$ cat src/rtl/core/htfr_pkg.sv
// Shared constants and helper functions for the hex-text CRC-32 frame receiver.
package htfr_pkg;

    // Frame geometry
    localparam logic [3:0]  MAX_AREA_LEN = 4'd15;
    localparam int          STORE_DEPTH  = 14;
    localparam int          STORE_AW     = $clog2(STORE_DEPTH);
    localparam logic [3:0]  CRC_CHARS    = 4'd8;

    // Register reset and CRC constants
    localparam logic [15:0] HEADER_RESET = 16'hFFBE;
    localparam logic [31:0] CRC_POLY     = 32'hEDB88320;
    localparam logic [31:0] CRC_INIT     = 32'hFFFFFFFF;

    // Result fields moved into the output register
    typedef struct packed {
        logic [7:0] frame_id;
        logic [7:0] payload_byte;
        logic       payload_present;
        logic       last;
    } htfr_result_t;

    // Reflected CRC-32 update over one byte, LSB first
    function automatic logic [31:0] crc_byte(input logic [31:0] crc, input logic [7:0] b);
        logic [31:0] c;
        c = crc ^ {24'h000000, b};
        for (int i = 0; i < 8; i++) begin
            c = c[0] ? ((c >> 1) ^ CRC_POLY) : (c >> 1);
        end
        return c;
    endfunction

    // Any-case ASCII hex digit, zero for anything else
    function automatic logic [3:0] hex_digit_any(input logic [7:0] c);
        logic [3:0] v;
        v = 4'd0;
        if (c >= 8'h30 && c <= 8'h39) begin
            v = c[3:0];
        end else if ((c >= 8'h61 && c <= 8'h66) || (c >= 8'h41 && c <= 8'h46)) begin
            v = c[3:0] + 4'd9;
        end
        return v;
    endfunction

    // Lowercase ASCII character for one nibble
    function automatic logic [7:0] lower_hex_char(input logic [3:0] nib);
        logic [7:0] ch;
        if (nib < 4'd10) begin
            ch = 8'h30 + {4'h0, nib};
        end else begin
            ch = 8'h57 + {4'h0, nib};
        end
        return ch;
    endfunction

endpackage

$ cat src/rtl/core/hex_text_frame_receiver_crc32_unit.sv
// Top level of the hex-text frame receiver with CRC-32 check.
//
// Takes one received byte per item and hunts for the two header bytes in header_reg, reads
// one hex length digit (0..15, invalid digit = 0), then the data area (id byte and payload,
// payload kept in a 14-entry RAM) while a standard CRC-32 runs over it, then 8 lowercase hex
// CRC characters. A matching, non-empty frame gives one result per payload byte (one result
// with payload_present low for an id-only frame), last set on the final one; anything else is
// dropped. While parsing, one byte is accepted every cycle. After the last CRC character of a
// good frame, in_ready stays low during emission: each result takes a RAM read step, then an
// output register load step that waits while out_valid is high and out_ready is low. The
// payload RAM needs no clearing after reset.
module hex_text_frame_receiver_crc32_unit (
    input  logic        clk,
    input  logic        rst_n,
    // configuration
    input  logic        cfg_we,
    input  logic [15:0] cfg_wdata,
    // input channel
    input  logic        in_valid,
    output logic        in_ready,
    input  logic [7:0]  rx_byte,
    // output channel
    output logic        out_valid,
    input  logic        out_ready,
    output logic [7:0]  frame_id,
    output logic [7:0]  payload_byte,
    output logic        payload_present,
    output logic        last
);

    localparam logic [2:0] PH_HUNT1 = 3'd0;
    localparam logic [2:0] PH_HUNT2 = 3'd1;
    localparam logic [2:0] PH_LEN   = 3'd2;
    localparam logic [2:0] PH_DATA  = 3'd3;
    localparam logic [2:0] PH_CRC   = 3'd4;
    localparam logic [2:0] PH_EMRD  = 3'd5;
    localparam logic [2:0] PH_EMWR  = 3'd6;

    logic [15:0] header_reg;
    logic [2:0]  phase_reg,    phase_next;
    logic [3:0]  len_reg,      len_next;
    logic [3:0]  cnt_reg,      cnt_next;
    logic [31:0] crc_reg,      crc_next;
    logic [7:0]  id_reg,       id_next;
    logic        mism_reg,     mism_next;
    logic        out_valid_reg, out_valid_next;
    htfr_pkg::htfr_result_t res_reg, res_next;

    logic        accept;
    logic        out_load;
    logic [3:0]  num_pay;
    logic [4:0]  cnt_inc;
    logic [31:0] crc_fin;
    logic [2:0]  nib_sel;
    logic [3:0]  crc_nib;
    logic        mism_now;

    logic                          ram_we;
    logic [htfr_pkg::STORE_AW-1:0] ram_waddr;
    logic                          ram_re;
    logic [7:0]                    ram_rdata;

    // Payload store; writes happen only in the data phase and reads only during emission,
    // so the phase sequence keeps the two apart
    htfr_ram #(
        .WIDTH (8),
        .DEPTH (htfr_pkg::STORE_DEPTH)
    ) u_store (
        .clk   (clk),
        .we    (ram_we),
        .waddr (ram_waddr),
        .wdata (rx_byte),
        .re    (ram_re),
        .raddr (cnt_reg[htfr_pkg::STORE_AW-1:0]),
        .rdata (ram_rdata)
    );

    assign in_ready = (phase_reg != PH_EMRD) && (phase_reg != PH_EMWR);
    assign accept   = in_valid && in_ready;
    assign num_pay  = len_reg - 4'd1;
    assign cnt_inc  = {1'b0, cnt_reg} + 5'd1;
    assign out_load = (phase_reg == PH_EMWR) && (!out_valid_reg || out_ready);

    // Expected CRC character, most significant nibble first
    assign crc_fin  = ~crc_reg;
    assign nib_sel  = 3'd7 - cnt_reg[2:0];
    assign crc_nib  = crc_fin[{nib_sel, 2'b00} +: 4];
    assign mism_now = mism_reg || (rx_byte != htfr_pkg::lower_hex_char(crc_nib));

    // Store write for payload bytes (counter 1 onwards)
    assign ram_we    = accept && (phase_reg == PH_DATA) && (cnt_reg != 4'd0)
                       && ({1'b0, cnt_reg} <= 5'(htfr_pkg::STORE_DEPTH));
    assign ram_waddr = htfr_pkg::STORE_AW'(cnt_reg - 4'd1);
    assign ram_re    = (phase_reg == PH_EMRD) && (num_pay != 4'd0);

    // Parser and emission sequencer
    always_comb
    begin
        phase_next = phase_reg;
        len_next   = len_reg;
        cnt_next   = cnt_reg;
        crc_next   = crc_reg;
        id_next    = id_reg;
        mism_next  = mism_reg;
        res_next   = res_reg;
        unique case (phase_reg)
            PH_HUNT2:
            begin
                if (accept)
                begin
                    if (rx_byte == header_reg[7:0])
                        phase_next = PH_LEN;
                    else if (rx_byte == header_reg[15:8])
                        phase_next = PH_HUNT2;
                    else
                        phase_next = PH_HUNT1;
                end
            end
            PH_LEN:
            begin
                if (accept)
                begin
                    len_next = htfr_pkg::hex_digit_any(rx_byte);
                    if (len_next > htfr_pkg::MAX_AREA_LEN)
                        len_next = htfr_pkg::MAX_AREA_LEN;
                    cnt_next   = 4'd0;
                    crc_next   = htfr_pkg::CRC_INIT;
                    mism_next  = 1'b0;
                    phase_next = (len_next == 4'd0) ? PH_CRC : PH_DATA;
                end
            end
            PH_DATA:
            begin
                if (accept)
                begin
                    crc_next = htfr_pkg::crc_byte(crc_reg, rx_byte);
                    if (cnt_reg == 4'd0)
                        id_next = rx_byte;
                    if (cnt_inc >= {1'b0, len_reg})
                    begin
                        cnt_next   = 4'd0;
                        phase_next = PH_CRC;
                    end
                    else
                    begin
                        cnt_next = cnt_inc[3:0];
                    end
                end
            end
            PH_CRC:
            begin
                if (accept)
                begin
                    if (cnt_inc >= {1'b0, htfr_pkg::CRC_CHARS})
                    begin
                        cnt_next   = 4'd0;
                        mism_next  = 1'b0;
                        phase_next = (!mism_now && len_reg != 4'd0) ? PH_EMRD : PH_HUNT1;
                    end
                    else
                    begin
                        cnt_next  = cnt_inc[3:0];
                        mism_next = mism_now;
                    end
                end
            end
            PH_EMRD:
            begin
                phase_next = PH_EMWR;
            end
            PH_EMWR:
            begin
                if (out_load)
                begin
                    res_next.frame_id        = id_reg;
                    res_next.payload_byte    = (num_pay == 4'd0) ? 8'h00 : ram_rdata;
                    res_next.payload_present = (num_pay != 4'd0);
                    res_next.last            = (num_pay == 4'd0) || (cnt_inc[3:0] == num_pay);
                    if (res_next.last)
                    begin
                        cnt_next   = 4'd0;
                        phase_next = PH_HUNT1;
                    end
                    else
                    begin
                        cnt_next   = cnt_inc[3:0];
                        phase_next = PH_EMRD;
                    end
                end
            end
            default:
            begin
                // hunting for the first header byte; spare codes land here too
                if (accept)
                    phase_next = (rx_byte == header_reg[15:8]) ? PH_HUNT2 : PH_HUNT1;
            end
        endcase
    end

    // Output register valid
    always_comb
    begin
        out_valid_next = out_valid_reg;
        if (out_load)
            out_valid_next = 1'b1;
        else if (out_ready)
            out_valid_next = 1'b0;
    end

    // Control and state registers
    always_ff @(posedge clk or negedge rst_n)
    begin
        if (!rst_n)
        begin
            header_reg    <= htfr_pkg::HEADER_RESET;
            phase_reg     <= PH_HUNT1;
            len_reg       <= 4'd0;
            cnt_reg       <= 4'd0;
            crc_reg       <= htfr_pkg::CRC_INIT;
            id_reg        <= 8'h00;
            mism_reg      <= 1'b0;
            out_valid_reg <= 1'b0;
        end
        else
        begin
            if (cfg_we)
                header_reg <= cfg_wdata;
            phase_reg     <= phase_next;
            len_reg       <= len_next;
            cnt_reg       <= cnt_next;
            crc_reg       <= crc_next;
            id_reg        <= id_next;
            mism_reg      <= mism_next;
            out_valid_reg <= out_valid_next;
        end
    end

    // Result payload register
    always_ff @(posedge clk)
    begin
        res_reg <= res_next;
    end

    assign out_valid       = out_valid_reg;
    assign frame_id        = res_reg.frame_id;
    assign payload_byte    = res_reg.payload_byte;
    assign payload_present = res_reg.payload_present;
    assign last            = res_reg.last;

    // Emission is only entered from the CRC phase
    a_emit_entry: assert property (@(posedge clk) disable iff (!rst_n)
        (phase_reg == PH_EMRD && $past(phase_reg) != PH_EMWR) |-> $past(phase_reg) == PH_CRC)
        else $error("emission entered from an unexpected phase");

    // Read index stays inside the store while emitting
    a_emit_index: assert property (@(posedge clk) disable iff (!rst_n)
        (phase_reg == PH_EMRD || phase_reg == PH_EMWR)
            |-> {1'b0, cnt_reg} < 5'(htfr_pkg::STORE_DEPTH))
        else $error("payload read index out of range");

    // Store is written only by an accepted data byte
    a_store_write: assert property (@(posedge clk) disable iff (!rst_n)
        ram_we |-> (phase_reg == PH_DATA && accept))
        else $error("payload store written outside the data phase");

    // Loading the final result of a frame returns the parser to hunting
    a_last_hunt: assert property (@(posedge clk) disable iff (!rst_n)
        (out_load && res_next.last) |=> (phase_reg == PH_HUNT1 && out_valid_reg))
        else $error("parser not back to hunting after final result");

endmodule

$ cat src/rtl/core/htfr_ram.sv
// Generic single-port-write, single-port-read RAM with registered read data.
module htfr_ram #(
    parameter int WIDTH = 8,
    parameter int DEPTH = 16
) (
    input  logic                     clk,
    input  logic                     we,
    input  logic [$clog2(DEPTH)-1:0] waddr,
    input  logic [WIDTH-1:0]         wdata,
    input  logic                     re,
    input  logic [$clog2(DEPTH)-1:0] raddr,
    output logic [WIDTH-1:0]         rdata
);

    logic [WIDTH-1:0] mem [DEPTH];

    // Write port
    always_ff @(posedge clk)
    begin
        if (we)
        begin
            mem[waddr] <= wdata;
        end
    end

    // Registered read, held while re is low
    always_ff @(posedge clk)
    begin
        if (re)
        begin
            rdata <= mem[raddr];
        end
    end

endmodule

$ cat config.mk
export PLATFORM = sky130hd
export DESIGN_NAME = hex_text_frame_receiver_crc32_unit
export DESIGN_NICKNAME = d
export VERILOG_FILES = /design/src/rtl/core/htfr_pkg.sv /design/src/rtl/core/hex_text_frame_receiver_crc32_unit.sv /design/src/rtl/core/htfr_ram.sv
export SDC_FILE = /design/constraint.sdc
export NUM_CORES = 1
export LEC_CHECK = 0
export BUFFER_PORTS_ARGS = -buffer_cell sky130_fd_sc_hd__buf_2
export CAP_MARGIN = 40
export CORE_MARGIN = 4
export CORE_UTILIZATION = 40
export DETAILED_ROUTE_END_ITERATION = 6
export SLEW_MARGIN = 5
export SYNTH_ARGS = -nofsm -noshare
export SYNTH_HDL_FRONTEND = slang
export SYNTH_SLANG_ARGS = --single-unit
$ cat constraint.sdc
create_clock -name clk -period 4 [get_ports clk]
set_clock_uncertainty 0.1 [all_clocks]
set_input_delay 0.2 -clock clk [delete_from_list [all_inputs] [get_ports clk]]
set_output_delay 0.2 -clock clk [all_outputs]
set_load 0.05 [all_outputs]
==> results of run 1 <==
## report_power, final
part	internal (mW)	total [mW]	switching [mW]
clock network	1.32	2.17	0.849
logic	1.67	3.27	1.60
registers	2.68	2.98	0.305
total	5.67	8.43	2.76
## routing by layer
layer	track usage	part of all wire	vias up
met5	0	0	-
met4	0.0336	0.014	0
met3	0.0255	0.045	19
met2	0.279	0.51	110
met1	0.218	0.43	2946
li1	-	-	2651
## worst register-to-register path, delay by kind of cell, from the launching register on
| kind | cells | cell delay (ps) |
|---|---|---|
| simple gates | 4 | 1020 |
| buf+inv | 3 | 690 |
| flops | 1 | 520 |
| fa+ha+maj | 1 | 290 |
| compound gates | 1 | 250 |
## kinds of logic (layout without fill, tap and decap cells)
kind of cell | after synthesis | count (layout) | share of synthesized area
adder cells (fa/ha/maj) | 15 | 15 | 0.0191
multiplexers | 76 | 76 | 0.136
AO/OA/AOI/OAI | 98 | 98 | 0.0754
buffers and inverters | 53 | 149 | 0.0214
AND/OR/NAND/NOR | 111 | 111 | 0.0568
XOR/XNOR | 97 | 97 | 0.0866
flip-flops | 207 | 207 | 0.605
## placed cells by master, fill, tap and decap left out, drive strengths merged, types with 4 or more instances in the layout
cell,Yosys,layout
a21oi,10,10
a31oi,6,6
and2,8,8
and3,5,5
buf,12,74
bufinv,0,4
clkbuf,24,25
clkinv,1,9
dfrtp,23,23
dfstp,46,46
dlygate4sd3,0,18
edfxtp,138,138
ha,15,15
inv,16,16
mux2,33,33
mux4,40,40
nand2,25,25
nand2b,6,6
nand3,5,5
nand4,5,5
nor2,32,32
nor3,9,9
o21a,4,4
o21ai,16,16
o22a,31,31
o31ai,4,4
xnor2,70,70
xor2,27,27
## stage by stage
| stage | cells | power (mW) |
|---|---|---|
| floorplan | 657 | 5.55 |
| global placement | 1019 | 6.21 |
| detailed placement | 1019 | 6.29 |
| CTS | 1077 | 8.51 |
| global route | 1077 | 8.92 |
| finish | 1077 | 8.43 |
## cell type report
| type | instances | share of cell area |
|---|---|---|
| clock buffers | 25 | 0.0508 |
| clock inverters | 15 | 0.0182 |
| inverters | 17 | 0.00556 |
| multi-input cells | 397 | 0.320 |
| flip-flops and latches | 207 | 0.517 |
| well taps | 324 | 0.0353 |
| repair buffers | 92 | 0.0537 |
## worst paths after layout
| path | start | to | slack (ps) | cells after the start |
|---|---|---|---|---|
| setup / recovery | cnt_reg[0]$_DFFE_PN0P_ | u_store.mem[13][3]$_DFFE_PP_ | 770 | 9 |
| hold / removal | rx_byte[2] | u_store.mem[13][2]$_DFFE_PP_ | 20 | 1 |
| setup reg to reg | cnt_reg[0]$_DFFE_PN0P_ | u_store.mem[13][3]$_DFFE_PP_ | 770 | 9 |
| hold reg to reg | id_reg[4]$_DFFE_PN0P_ | frame_id[4]$_DFFE_PP_ | 350 | 0 |
| max in group asynchronous | rst_n | phase_reg[0]$_DFFE_PN0P_ | 2690 | 3 |
| min in group asynchronous | rst_n | id_reg[3]$_DFFE_PN0P_ | 70 | 2 |
==> parameters.txt, run 1 <==
Parameter                              Value

Run status
  Outcome    finished clean

CTS
  Worst-Skew Late Latency    between 500 and 600 ps
  Clock sink total    about 210
  Clock transition at the register clock pins on the worst setup and hold paths after CTS    roughly 70 ps
  Number of buffers added by the clock tree synthesis step    22
  Buffer depth of the longest clock path    3
  H-tree depth    1
  Resized cells post-CTS    0
  Cts hold-fix bufs    18
  TritonCTS clock tree    built
  Clock root buffer master    sky130_fd_sc_hd__clkbuf_16
  Postcts setup bufs    0

Power and ir drop
  PD cells    about 730 mW/mm^2
  Leakage power summed over all cells    roughly 4 nW
  Maximum vdd drop    between 0.3 and 0.4 mV

Detailed routing
  Routed len/inst    ~20 um
  Initial DRC Count    around 430
  Wire length after detailed routing    about 22 mm
  DR vias/cell    about 5.3
  Final antenna-violating net count    0
  Post-detailed-route DRC marker count    0
  Vias post-DR    about 5700
  First-pass iteration count of the detailed router    4

Synthesis
  Cell accounting for the most synthesized area    sky130_fd_sc_hd__edfxtp_1
  Sequential share of the synthesized area    0.605
  FFs w/ async S/R, synth    0.333
  Commonest register cell after synthesis    sky130_fd_sc_hd__edfxtp_1
  Cell Area, Synth    around 0.0098 mm^2
  Synth top area cells    sky130_fd_sc_hd__edfxtp_1 42%, sky130_fd_sc_hd__dfstp_2 12%, sky130_fd_sc_hd__mux4_2 8.3%, sky130_fd_sc_hd__xnor2_1 6.3%, sky130_fd_sc_hd__dfrtp_1 5.9%
  Synth warn    0
  Number of library cell types mapped by synthesis    66
  Syn_nets    approximately 700
  Gate Count Post-Synth    between 600 and 700
  Area fraction of the dominant cell type after synthesis    0.423
  Avg Cell Area, Syn    around 15 um^2
  Most common cell in the synthesized netlist    sky130_fd_sc_hd__edfxtp_1
  Number of synthesized flops with an enable pin    138
  Number of register bits inferred by synthesis    just over 200
  Top cells by count, synth    138 x sky130_fd_sc_hd__edfxtp_1, 70 x sky130_fd_sc_hd__xnor2_1, 46 x sky130_fd_sc_hd__dfstp_2

Worst setup path
  Ordered cell list for the critical path    buf_4 > inv_1 > ha_1 > inv_1 > nor3_1 > a41o_1 > nor2_1 > nand2_1 > nor2_1
  Element type at the critical path start    flip-flop
  Endpoint type of the worst setup path    flip-flop
  Delay of the slowest cell on the worst path    580 ps
  Endpoint required time on the critical path    ~4000 ps
  Critical path buffers and inverters    3
  Critical Setup Path Class    reg -> reg
  Cell at the slowest stage of the critical path    sky130_fd_sc_hd__nor2_1
  Family with the most delay on the worst path    simple AND/OR/NAND/NOR gates
  Max FO, Critical Path    21
  Arrival time of the worst setup path    approximately 3300 ps

STA
  Worst-margin pin slew    about 860 ps
  Tcrit/Tclk final    0.807
  Fmax achieved    slightly above 300 MHz
  Worst Slack Setup Final    roughly 770 ps
  Pins Over Slew Limit    0
  Worst slew margin relative to its limit    0.426
  Number of endpoints with negative hold slack in the final report    0
  Final Hold Slack    approximately 18 ps
  Aggregate negative setup slack    0 ps
  Setup repair after global routing missed its margin    false
  Post-layout min period    roughly 3200 ps
  Setup Viol. Count Final    0

Die
  Total die area    around 0.027 mm^2
  Core area    between 0.02 and 0.025 mm^2
  Chip width    roughly 160 um
  Initial Utilization    0.404
  Number of standard-cell rows in the floorplan    57
  Boundary pin count    49
  Vertical extent of the die    around 160 um

Placement
  Area of placed instances    approximately 0.011 mm^2
  Dpl hpwl    around 14 mm
  Final weighted congestion in routability-driven placement    a little over 0.8
  Post-Place Setup Slack    between 700 and 800 ps
  Number of buffers inserted by port buffering    48

GRT
  First-pass GRT wire length    about 34 mm
  Number of global-route vias before repair    about 6000
  GR Overflow Total    0
  Number of antenna violations at the first check in global routing    0
  Overall track demand over capacity in global routing    0.162
  Maximum number of pins on one net before global-route repair    53

Run
  Max-Cap Viols    0

Finish
  Area used by sequential logic in the layout    a little under 0.006 mm^2
  Synthesis-to-layout area growth    17.0%
  Fraction of layout cells with a size suffix above 1    0.305
  Number of flip-flops in the largest register    112
  Area occupied by multi-input gates    between 0.003 and 0.004 mm^2
  Fillers    around 2100
  Total non-filler cell area in the finished layout    0.0115 mm^2
  Number of diodes    0
  Number of nets in the final layout    between 700 and 800
  Utilization after layout    0.473

Min path
  Tightest Hold Check Type    in -> reg
Power figures use the tool's default switching activity.
==> inputs of run 2 (changes only) <==
clock period = 2.8 ns   (was 4 ns; I/O delays follow)
==> run 2 against run 1 <==
Effect of this change:
- the run now ends with setup timing left
- design area grew 2.6%
- worst setup slack lost 840 ps
- sequential share of layout area shrank 1.3 points
- flip-flop and latch count is the same
- largest power group unchanged
==> parameters.txt, run 2 (same netlist as run 1, synthesis figures left out) <==
Parameter                              Value

Min path
  End point of the most critical hold path    u_store.mem[3][5]$_DFFE_PP_
  Hold Startpoint    rx_byte[5]
  Tightest Hold Check Type    in -> reg
  WHS Path Cells    1 (unchanged)

CTS
  Clock sink total    207 (unchanged)
  Clock root buffer master    sky130_fd_sc_hd__clkbuf_16
  Clock transition at the register clock pins on the worst setup and hold paths after CTS    60 ps (about the same)
  Worst-Skew Late Latency    500 ps (-20 ps)
  TritonCTS clock tree    built
  H-tree depth    1 (unchanged)
  Buffer depth of the longest clock path    3 (unchanged)
  Number of buffers added by the clock tree synthesis step    21 (-4.5%)

Detailed routing
  DR vias/cell    5.36 (+0.74%)
  Wire length after detailed routing    22.2 mm (+3.3%)
  Final antenna-violating net count    0 (unchanged)
  Vias post-DR    6004 (+4.9%)
  First-pass iteration count of the detailed router    5 (+1)
  Post-detailed-route DRC marker count    0 (unchanged)
  Routed len/inst    19.8 um (-0.73%)
  Initial DRC Count    439 (+2.8%)

GRT
  GR Overflow Total    0 (unchanged)
  Overall track demand over capacity in global routing    0.168 (+0.00609)
  Number of global-route vias before repair    6247 (+4.0%)
  First-pass GRT wire length    35.4 mm (+4.1%)
  Number of antenna violations at the first check in global routing    0 (unchanged)
  Maximum number of pins on one net before global-route repair    35 (-34%)

Finish
  Most frequent standard cell in the layout excluding fill and tap cells    sky130_fd_sc_hd__edfxtp_1
  Number of diodes    0 (unchanged)
  Layout Cells excl Fill    1121 (+4.1%)
  Area occupied by multi-input gates    0.00370 mm^2 (+0.89%)
  Fillers    2068 (-0.097%)
  Fraction of layout cells with a size suffix above 1    0.348 (+0.0421)
  Area used by sequential logic in the layout    0.00593 mm^2 (about the same)
  Number of nets in the final layout    826 (+5.8%)
  Utilization after layout    0.485 (+0.0123)
  Number of flip-flops in the largest register    112 (unchanged)
  Commonest non-fill, non-tap cells in the layout    138 x sky130_fd_sc_hd__edfxtp_1, 70 x sky130_fd_sc_hd__xnor2_1, 68 x sky130_fd_sc_hd__buf_4, 48 x sky130_fd_sc_hd__buf_2, 46 x sky130_fd_sc_hd__dfstp_2
  Synthesis-to-layout area growth    20.0%

Die
  Initial Utilization    0.404 (unchanged)
  Total die area    0.0271 mm^2 (unchanged)
  Vertical extent of the die    165 um (unchanged)
  Number of standard-cell rows in the floorplan    57 (unchanged)
  Core area    0.0242 mm^2 (unchanged)
  Boundary pin count    49 (unchanged)
  Chip width    165 um (unchanged)

Placement
  Dpl hpwl    15.4 mm (+6.8%)
  Final weighted congestion in routability-driven placement    0.848 (+2.4%)
  Number of buffers inserted by port buffering    48 (unchanged)
  Placed cell count    1061 (+4.1%)
  Post-Place Setup Slack    -128 ps (-895 ps)

STA
  Setup repair after global routing missed its margin    true
  Setup Viol. Count Final    2 (+2)
  Fmax achieved    349 MHz (+13%)
  Worst Slack Setup Final    -66.3 ps (-837 ps)
  Tcrit/Tclk final    1.02 (+0.216)
  Worst slew margin relative to its limit    0.502 (+0.0757)
  Number of endpoints with negative hold slack in the final report    0 (unchanged)
  Aggregate negative setup slack    -119 ps (-119 ps)
  Post-layout min period    2870 ps (-363 ps)
  Worst-margin pin slew    742 ps (-119 ps)
  Pins Over Slew Limit    0 (unchanged)

Worst setup path
  Arrival time of the worst setup path    3190 ps (-90 ps)
  Cell at the slowest stage of the critical path    sky130_fd_sc_hd__mux4_2
  R2r endpoint    phase_reg[0]$_DFFE_PN0P_
  Register-to-register setup slack    -70 ps (-840 ps)
  R2r worst-path depth    8 (-1)
  Crit Reg-Reg Startpoint    cnt_reg[0]$_DFFE_PN0P_
  Element type at the critical path start    flip-flop
  Endpoint required time on the critical path    3130 ps (-920 ps)
  Max FO, Critical Path    8 (-62%)
  Ordered cell list for the critical path    buf_12 > mux4_2 > mux2i_4 > xnor2_1 > or3_1 > a2111o_1 > or4_4 > a21oi_2
  Endpoint type of the worst setup path    flip-flop
  Critical Setup Path Class    reg -> reg
  Delay of the slowest cell on the worst path    530 ps (-50 ps)

Power and ir drop
  PD cells    1040 mW/mm^2 (+42%)
  Maximum vdd drop    0.446 mV (+31%)
  Leakage power summed over all cells    4.20 nW (+4.0%)

Run
  Max-Cap Viols    0 (unchanged)

Run status
  Violations in the final reports    setup timing
  Outcome    finished with violations
==> run 2: worst max-delay path by stage <==
stage | to | startpoint | cells after the start | slack (ps)
final | phase_reg[0]$_DFFE_PN0P_ | cnt_reg[0]$_DFFE_PN0P_ | 8 | -70
after global routing | phase_reg[0]$_DFFE_PN0P_ | cnt_reg[0]$_DFFE_PN0P_ | 8 | -180
after CTS | phase_reg[0]$_DFFE_PN0P_ | cnt_reg[0]$_DFFE_PN0P_ | 8 | -70
after detailed placement | phase_reg[0]$_DFFE_PN0P_ | cnt_reg[0]$_DFFE_PN0P_ | 7 | -130
after global placement | phase_reg[0]$_DFFE_PN0P_ | cnt_reg[0]$_DFFE_PN0P_ | 7 | -70
after floorplan | phase_reg[0]$_DFFE_PN0P_ | cnt_reg[0]$_DFFE_PN0P_ | 8 | -0.07
==> run 2: timing repair <==
| item | in CTS | in global routing |
|---|---|---|
| gates resized for setup | 0 | 4 |
| endpoints found under the hold margin | 43 | 0 |
| setup endpoints to repair | 27 | 12 |
| hold buffers | 21 | 0 |
| setup buffers | 1 | 0 |
| pin swaps | 1 | 0 |
==> run 2: layout make-up <==
class                           count  share of cell area
Clock buffer                       26              0.0462
Clock inverter                     12              0.0124
Inverter                           17             0.00542
Multi-Input combinational cell    397               0.314
Sequential cell                   207               0.504
Tap cell                          324              0.0344
Timing Repair Buffer              138              0.0833
==> run 2: worst max-delay path: cells and delay by family (launching register included) <==
kind | cells | cell delay, ps
xor+xnor | 1 | 90
compound gates | 2 | 520
buf+inv | 1 | 140
flops | 1 | 380
simple gates | 2 | 840
mux | 2 | 710
==> run 2: stage by stage <==
stage	hold slack (ps)	area, um^2	power (mW)
floorplan	-256	9850	8.02
global placement	61.5	10800	9.32
detailed placement	79.8	10800	9.45
CTS	39.7	11800	12.4
global route	42.0	11800	13.0
finish	50.9	11800	12.3
==> run 2: metal layers <==
layer	track usage	part of all wire
met2	0.277	0.49
met5	0	0
met3	0.0265	0.044
met1	0.232	0.45
met4	0.0450	0.026
==> run 2: power by group <==
part / internal [mW] / switching [mW]
Combinational: 2.80 / 2.48
Sequential: 3.83 / 0.370
Clock: 1.67 / 1.14
==> inputs of run 3 (changes only) <==
CORE_ASPECT_RATIO = 0.9   (was not set)
CORE_MARGIN = 2   (was 4)
==> run 3 against run 2 <==
Effect of this change:
- the run still ends with setup timing left
- design area shrank 0.84%
- utilization decreased by 0.29 points
- worst setup slack better by 1.5 ps
- via count fell by 2.7%
- first-iteration DRC count rose by 26%
- die area fell by 4.8%
- critical endpoint unchanged
- routed wire length is 2.8% lower
- worst hold slack worse by 40 ps
- register-to-register slack about the same
- global-route usage rose by 0.18 points
- flip-flop and latch count unchanged
==> parameters.txt, run 3 (same netlist as run 1, synthesis figures left out) <==
Parameter                              Value

STA
  Number of endpoints with negative hold slack in the final report    0 (unchanged)
  Pins Over Slew Limit    0 (unchanged)
  Fmax achieved    349 MHz (about the same)
  Worst-margin pin slew    721 ps (-21.4 ps)
  Post-layout min period    2860 ps (-1.48 ps)
  Worst Slack Setup Final    -64.9 ps (+1.48 ps)
  Setup Viol. Count Final    2 (unchanged)
  Setup repair after global routing missed its margin    true
  Tcrit/Tclk final    1.02 (about the same)
  Worst slew margin relative to its limit    0.516 (+0.0144)

GRT
  Number of antenna violations at the first check in global routing    0 (unchanged)
  Number of global-route vias before repair    6003 (-3.9%)
  First-pass GRT wire length    34.2 mm (-3.5%)
  Maximum number of pins on one net before global-route repair    34 (-2.9%)
  Overall track demand over capacity in global routing    0.170 (+0.00182)
  Met1 global-route usage    0.243 (+0.0105)
  Met3 track utilization from global routing    0.0247 (-0.00178)
  Met2 usage    0.277 (-0.000556)
  GR Overflow Total    0 (unchanged)
  GRT Max-Usage Layer    met2

Run status
  Violations in the final reports    setup timing
  Outcome    finished with violations

Power and ir drop
  Overall power of the completed layout    12.2 mW (-0.95%)
  Portion of total power attributed to sequential cells    0.345 (+0.003)
  Leakage power summed over all cells    4.18 nW (-0.47%)
  Clock network power share    0.231 (+0.003)
  Internal Dissipation    8.20 mW (-1.1%)
  Relative contribution of combinational cells to total power    0.424 (-0.006)
  Maximum vdd drop    0.456 mV (+2.2%)
  Net switching fraction of the power    0.326 (+0.00131)
  PD cells    1040 mW/mm^2 (-0.11%)
  Sw Pwr    3.96 mW (-0.55%)

CTS
  Resized cells post-CTS    0 (unchanged)
  Clock root buffer master    sky130_fd_sc_hd__clkbuf_16
  Number of buffers added by the clock tree synthesis step    22 (+4.8%)
  Buffer depth of the longest clock path    3 (unchanged)
  H-tree depth    1 (unchanged)
  Worst-Skew Late Latency    510 ps (about the same)
  Clock sink total    207 (unchanged)
  TritonCTS clock tree    built
  Clock transition at the register clock pins on the worst setup and hold paths after CTS    60 ps (about the same)

Finish
  Number of nets in the final layout    814 (-1.5%)
  Fraction of layout cells with a size suffix above 1    0.333 (-0.0142)
  Number of diodes    0 (unchanged)
  Number of flip-flops in the largest register    112 (unchanged)
  Synthesis-to-layout area growth    19.0%
  Commonest non-fill, non-tap cells in the layout    138 x sky130_fd_sc_hd__edfxtp_1, 70 x sky130_fd_sc_hd__xnor2_1, 54 x sky130_fd_sc_hd__buf_4, 48 x sky130_fd_sc_hd__buf_2, 46 x sky130_fd_sc_hd__dfstp_2
  Total non-filler cell area in the finished layout    0.0117 mm^2 (-0.84%)
  Most frequent standard cell in the layout excluding fill and tap cells    sky130_fd_sc_hd__edfxtp_1

Worst setup path
  Critical Setup Path Class    reg -> reg
  Delay of the slowest cell on the worst path    530 ps (about the same)
  Family with the most delay on the worst path    simple AND/OR/NAND/NOR gates
  Max FO, Critical Path    8 (unchanged)
  Critical path buffers and inverters    1 (unchanged)
  Endpoint required time on the critical path    3130 ps (about the same)
  Element type at the critical path start    flip-flop
  Arrival time of the worst setup path    3190 ps (about the same)
  Ordered cell list for the critical path    buf_12 > mux4_2 > mux2i_4 > xnor2_1 > or3_1 > a2111o_1 > or4_4 > a21oi_2
  Cell at the slowest stage of the critical path    sky130_fd_sc_hd__or4_4
  Endpoint type of the worst setup path    flip-flop

Detailed routing
  Wire length after detailed routing    21.6 mm (-2.8%)
  Routed len/inst    19.7 um (-0.44%)
  Initial DRC Count    554 (+26%)
  Final antenna-violating net count    0 (unchanged)
  DR vias/cell    5.34 (-0.26%)
  Post-detailed-route DRC marker count    0 (unchanged)
  Vias post-DR    5844 (-2.7%)
  First-pass iteration count of the detailed router    5 (unchanged)

Die
  Initial Utilization    0.405 (+0.00100)
  Chip width    169 um (+2.7%)
  Vertical extent of the die    153 um (-7.3%)
  Boundary pin count    49 (unchanged)
  Number of standard-cell rows in the floorplan    54 (-5.3%)
  Core area    0.0242 mm^2 (-0.25%)
  Total die area    0.0258 mm^2 (-4.8%)

Min path
  Tightest Hold Check Type    in -> reg

Placement
  Number of buffers inserted by port buffering    48 (unchanged)
  Dpl hpwl    15.1 mm (-2.5%)
  Area of placed instances    0.0107 mm^2 (-0.97%)
  Final weighted congestion in routability-driven placement    0.807 (-4.8%)

Run
  Max-Cap Viols    0 (unchanged)
==> run 3: path summary, 6_finish.rpt <==
path,from,end,slack (ps),cells after the start
max,cnt_reg[0]$_DFFE_PN0P_,phase_reg[0]$_DFFE_PN0P_,-60,8
max in group asynchronous,rst_n,id_reg[0]$_DFFE_PN0P_,1550,3
min reg2reg,id_reg[0]$_DFFE_PN0P_,frame_id[0]$_DFFE_PP_,350,0
min,rx_byte[2],u_store.mem[0][2]$_DFFE_PP_,10,1
min in group asynchronous,rst_n,cnt_reg[3]$_DFFE_PN0P_,30,3
max reg2reg,cnt_reg[0]$_DFFE_PN0P_,phase_reg[0]$_DFFE_PN0P_,-60,8
==> run 3: routing by layer <==
layer  vias to the layer above  part of all wire
li1                       2723                 -
met1                      2967              0.46
met2                       132              0.48
met3                        22             0.046
met4                         0             0.012
met5                         -                 0
==> run 3: power groups by stage <==
| stage | combinational (mW) | sequential, mW | clock (mW) |
|---|---|---|---|
| after global placement | 4.98 | 4.26 | 0 |
| after floorplan | 3.93 | 4.10 | 0 |
| final | 5.16 | 4.19 | 2.81 |
| after CTS | 5.18 | 4.20 | 2.89 |
| after detailed placement | 5.06 | 4.28 | 0 |
| after global routing | 5.58 | 4.25 | 3.02 |
==> run 3: worst register-to-register path: stages, from the launching register on <==
cell                       delay (ps)
sky130_fd_sc_hd__dfrtp_2          380
sky130_fd_sc_hd__buf_12           140
sky130_fd_sc_hd__mux4_2           530
sky130_fd_sc_hd__mux2i_4          170
sky130_fd_sc_hd__xnor2_1          100
sky130_fd_sc_hd__or3_1            320
sky130_fd_sc_hd__a2111o_1         390
sky130_fd_sc_hd__or4_4            530
sky130_fd_sc_hd__a21oi_2          130
==> run 3: timing repair <==
item	in CTS	in global routing
setup endpoints to repair	126	108
hold buffers	21	0
endpoints found under the hold margin	59	0
buffers inserted	1	0
==> run 3: stage by stage <==
| step | setup slack (ps) | hold slack [ps] | instances | util | TNS (ps) |
|---|---|---|---|---|---|
| 2_1_floorplan | -0.0662 | -256 | 657 | - | -0.0662 |
| 3_3_place_gp | -74.5 | 219 | 1031 | 0.443 | -1000 |
| 3_5_place_dp | -157 | -31.1 | 1032 | 0.444 | -10160 |
| 4_1_cts | -66.9 | 12.6 | 1094 | 0.483 | -119 |
| 5_1_grt | -160 | 8.02 | 1094 | 0.483 | -5570 |
| 6_report | -64.9 | 11.1 | 1094 | 0.483 | -114 |
==> run 3: layout make-up <==
class,instances,area [um^2]
clock inverters,11,115
flip-flops and latches,207,5930
repair buffers,125,896
fillers,2066,12500
inverters,17,63.8
clock buffers,29,587
multi-input cells,397,3700
well taps,308,385
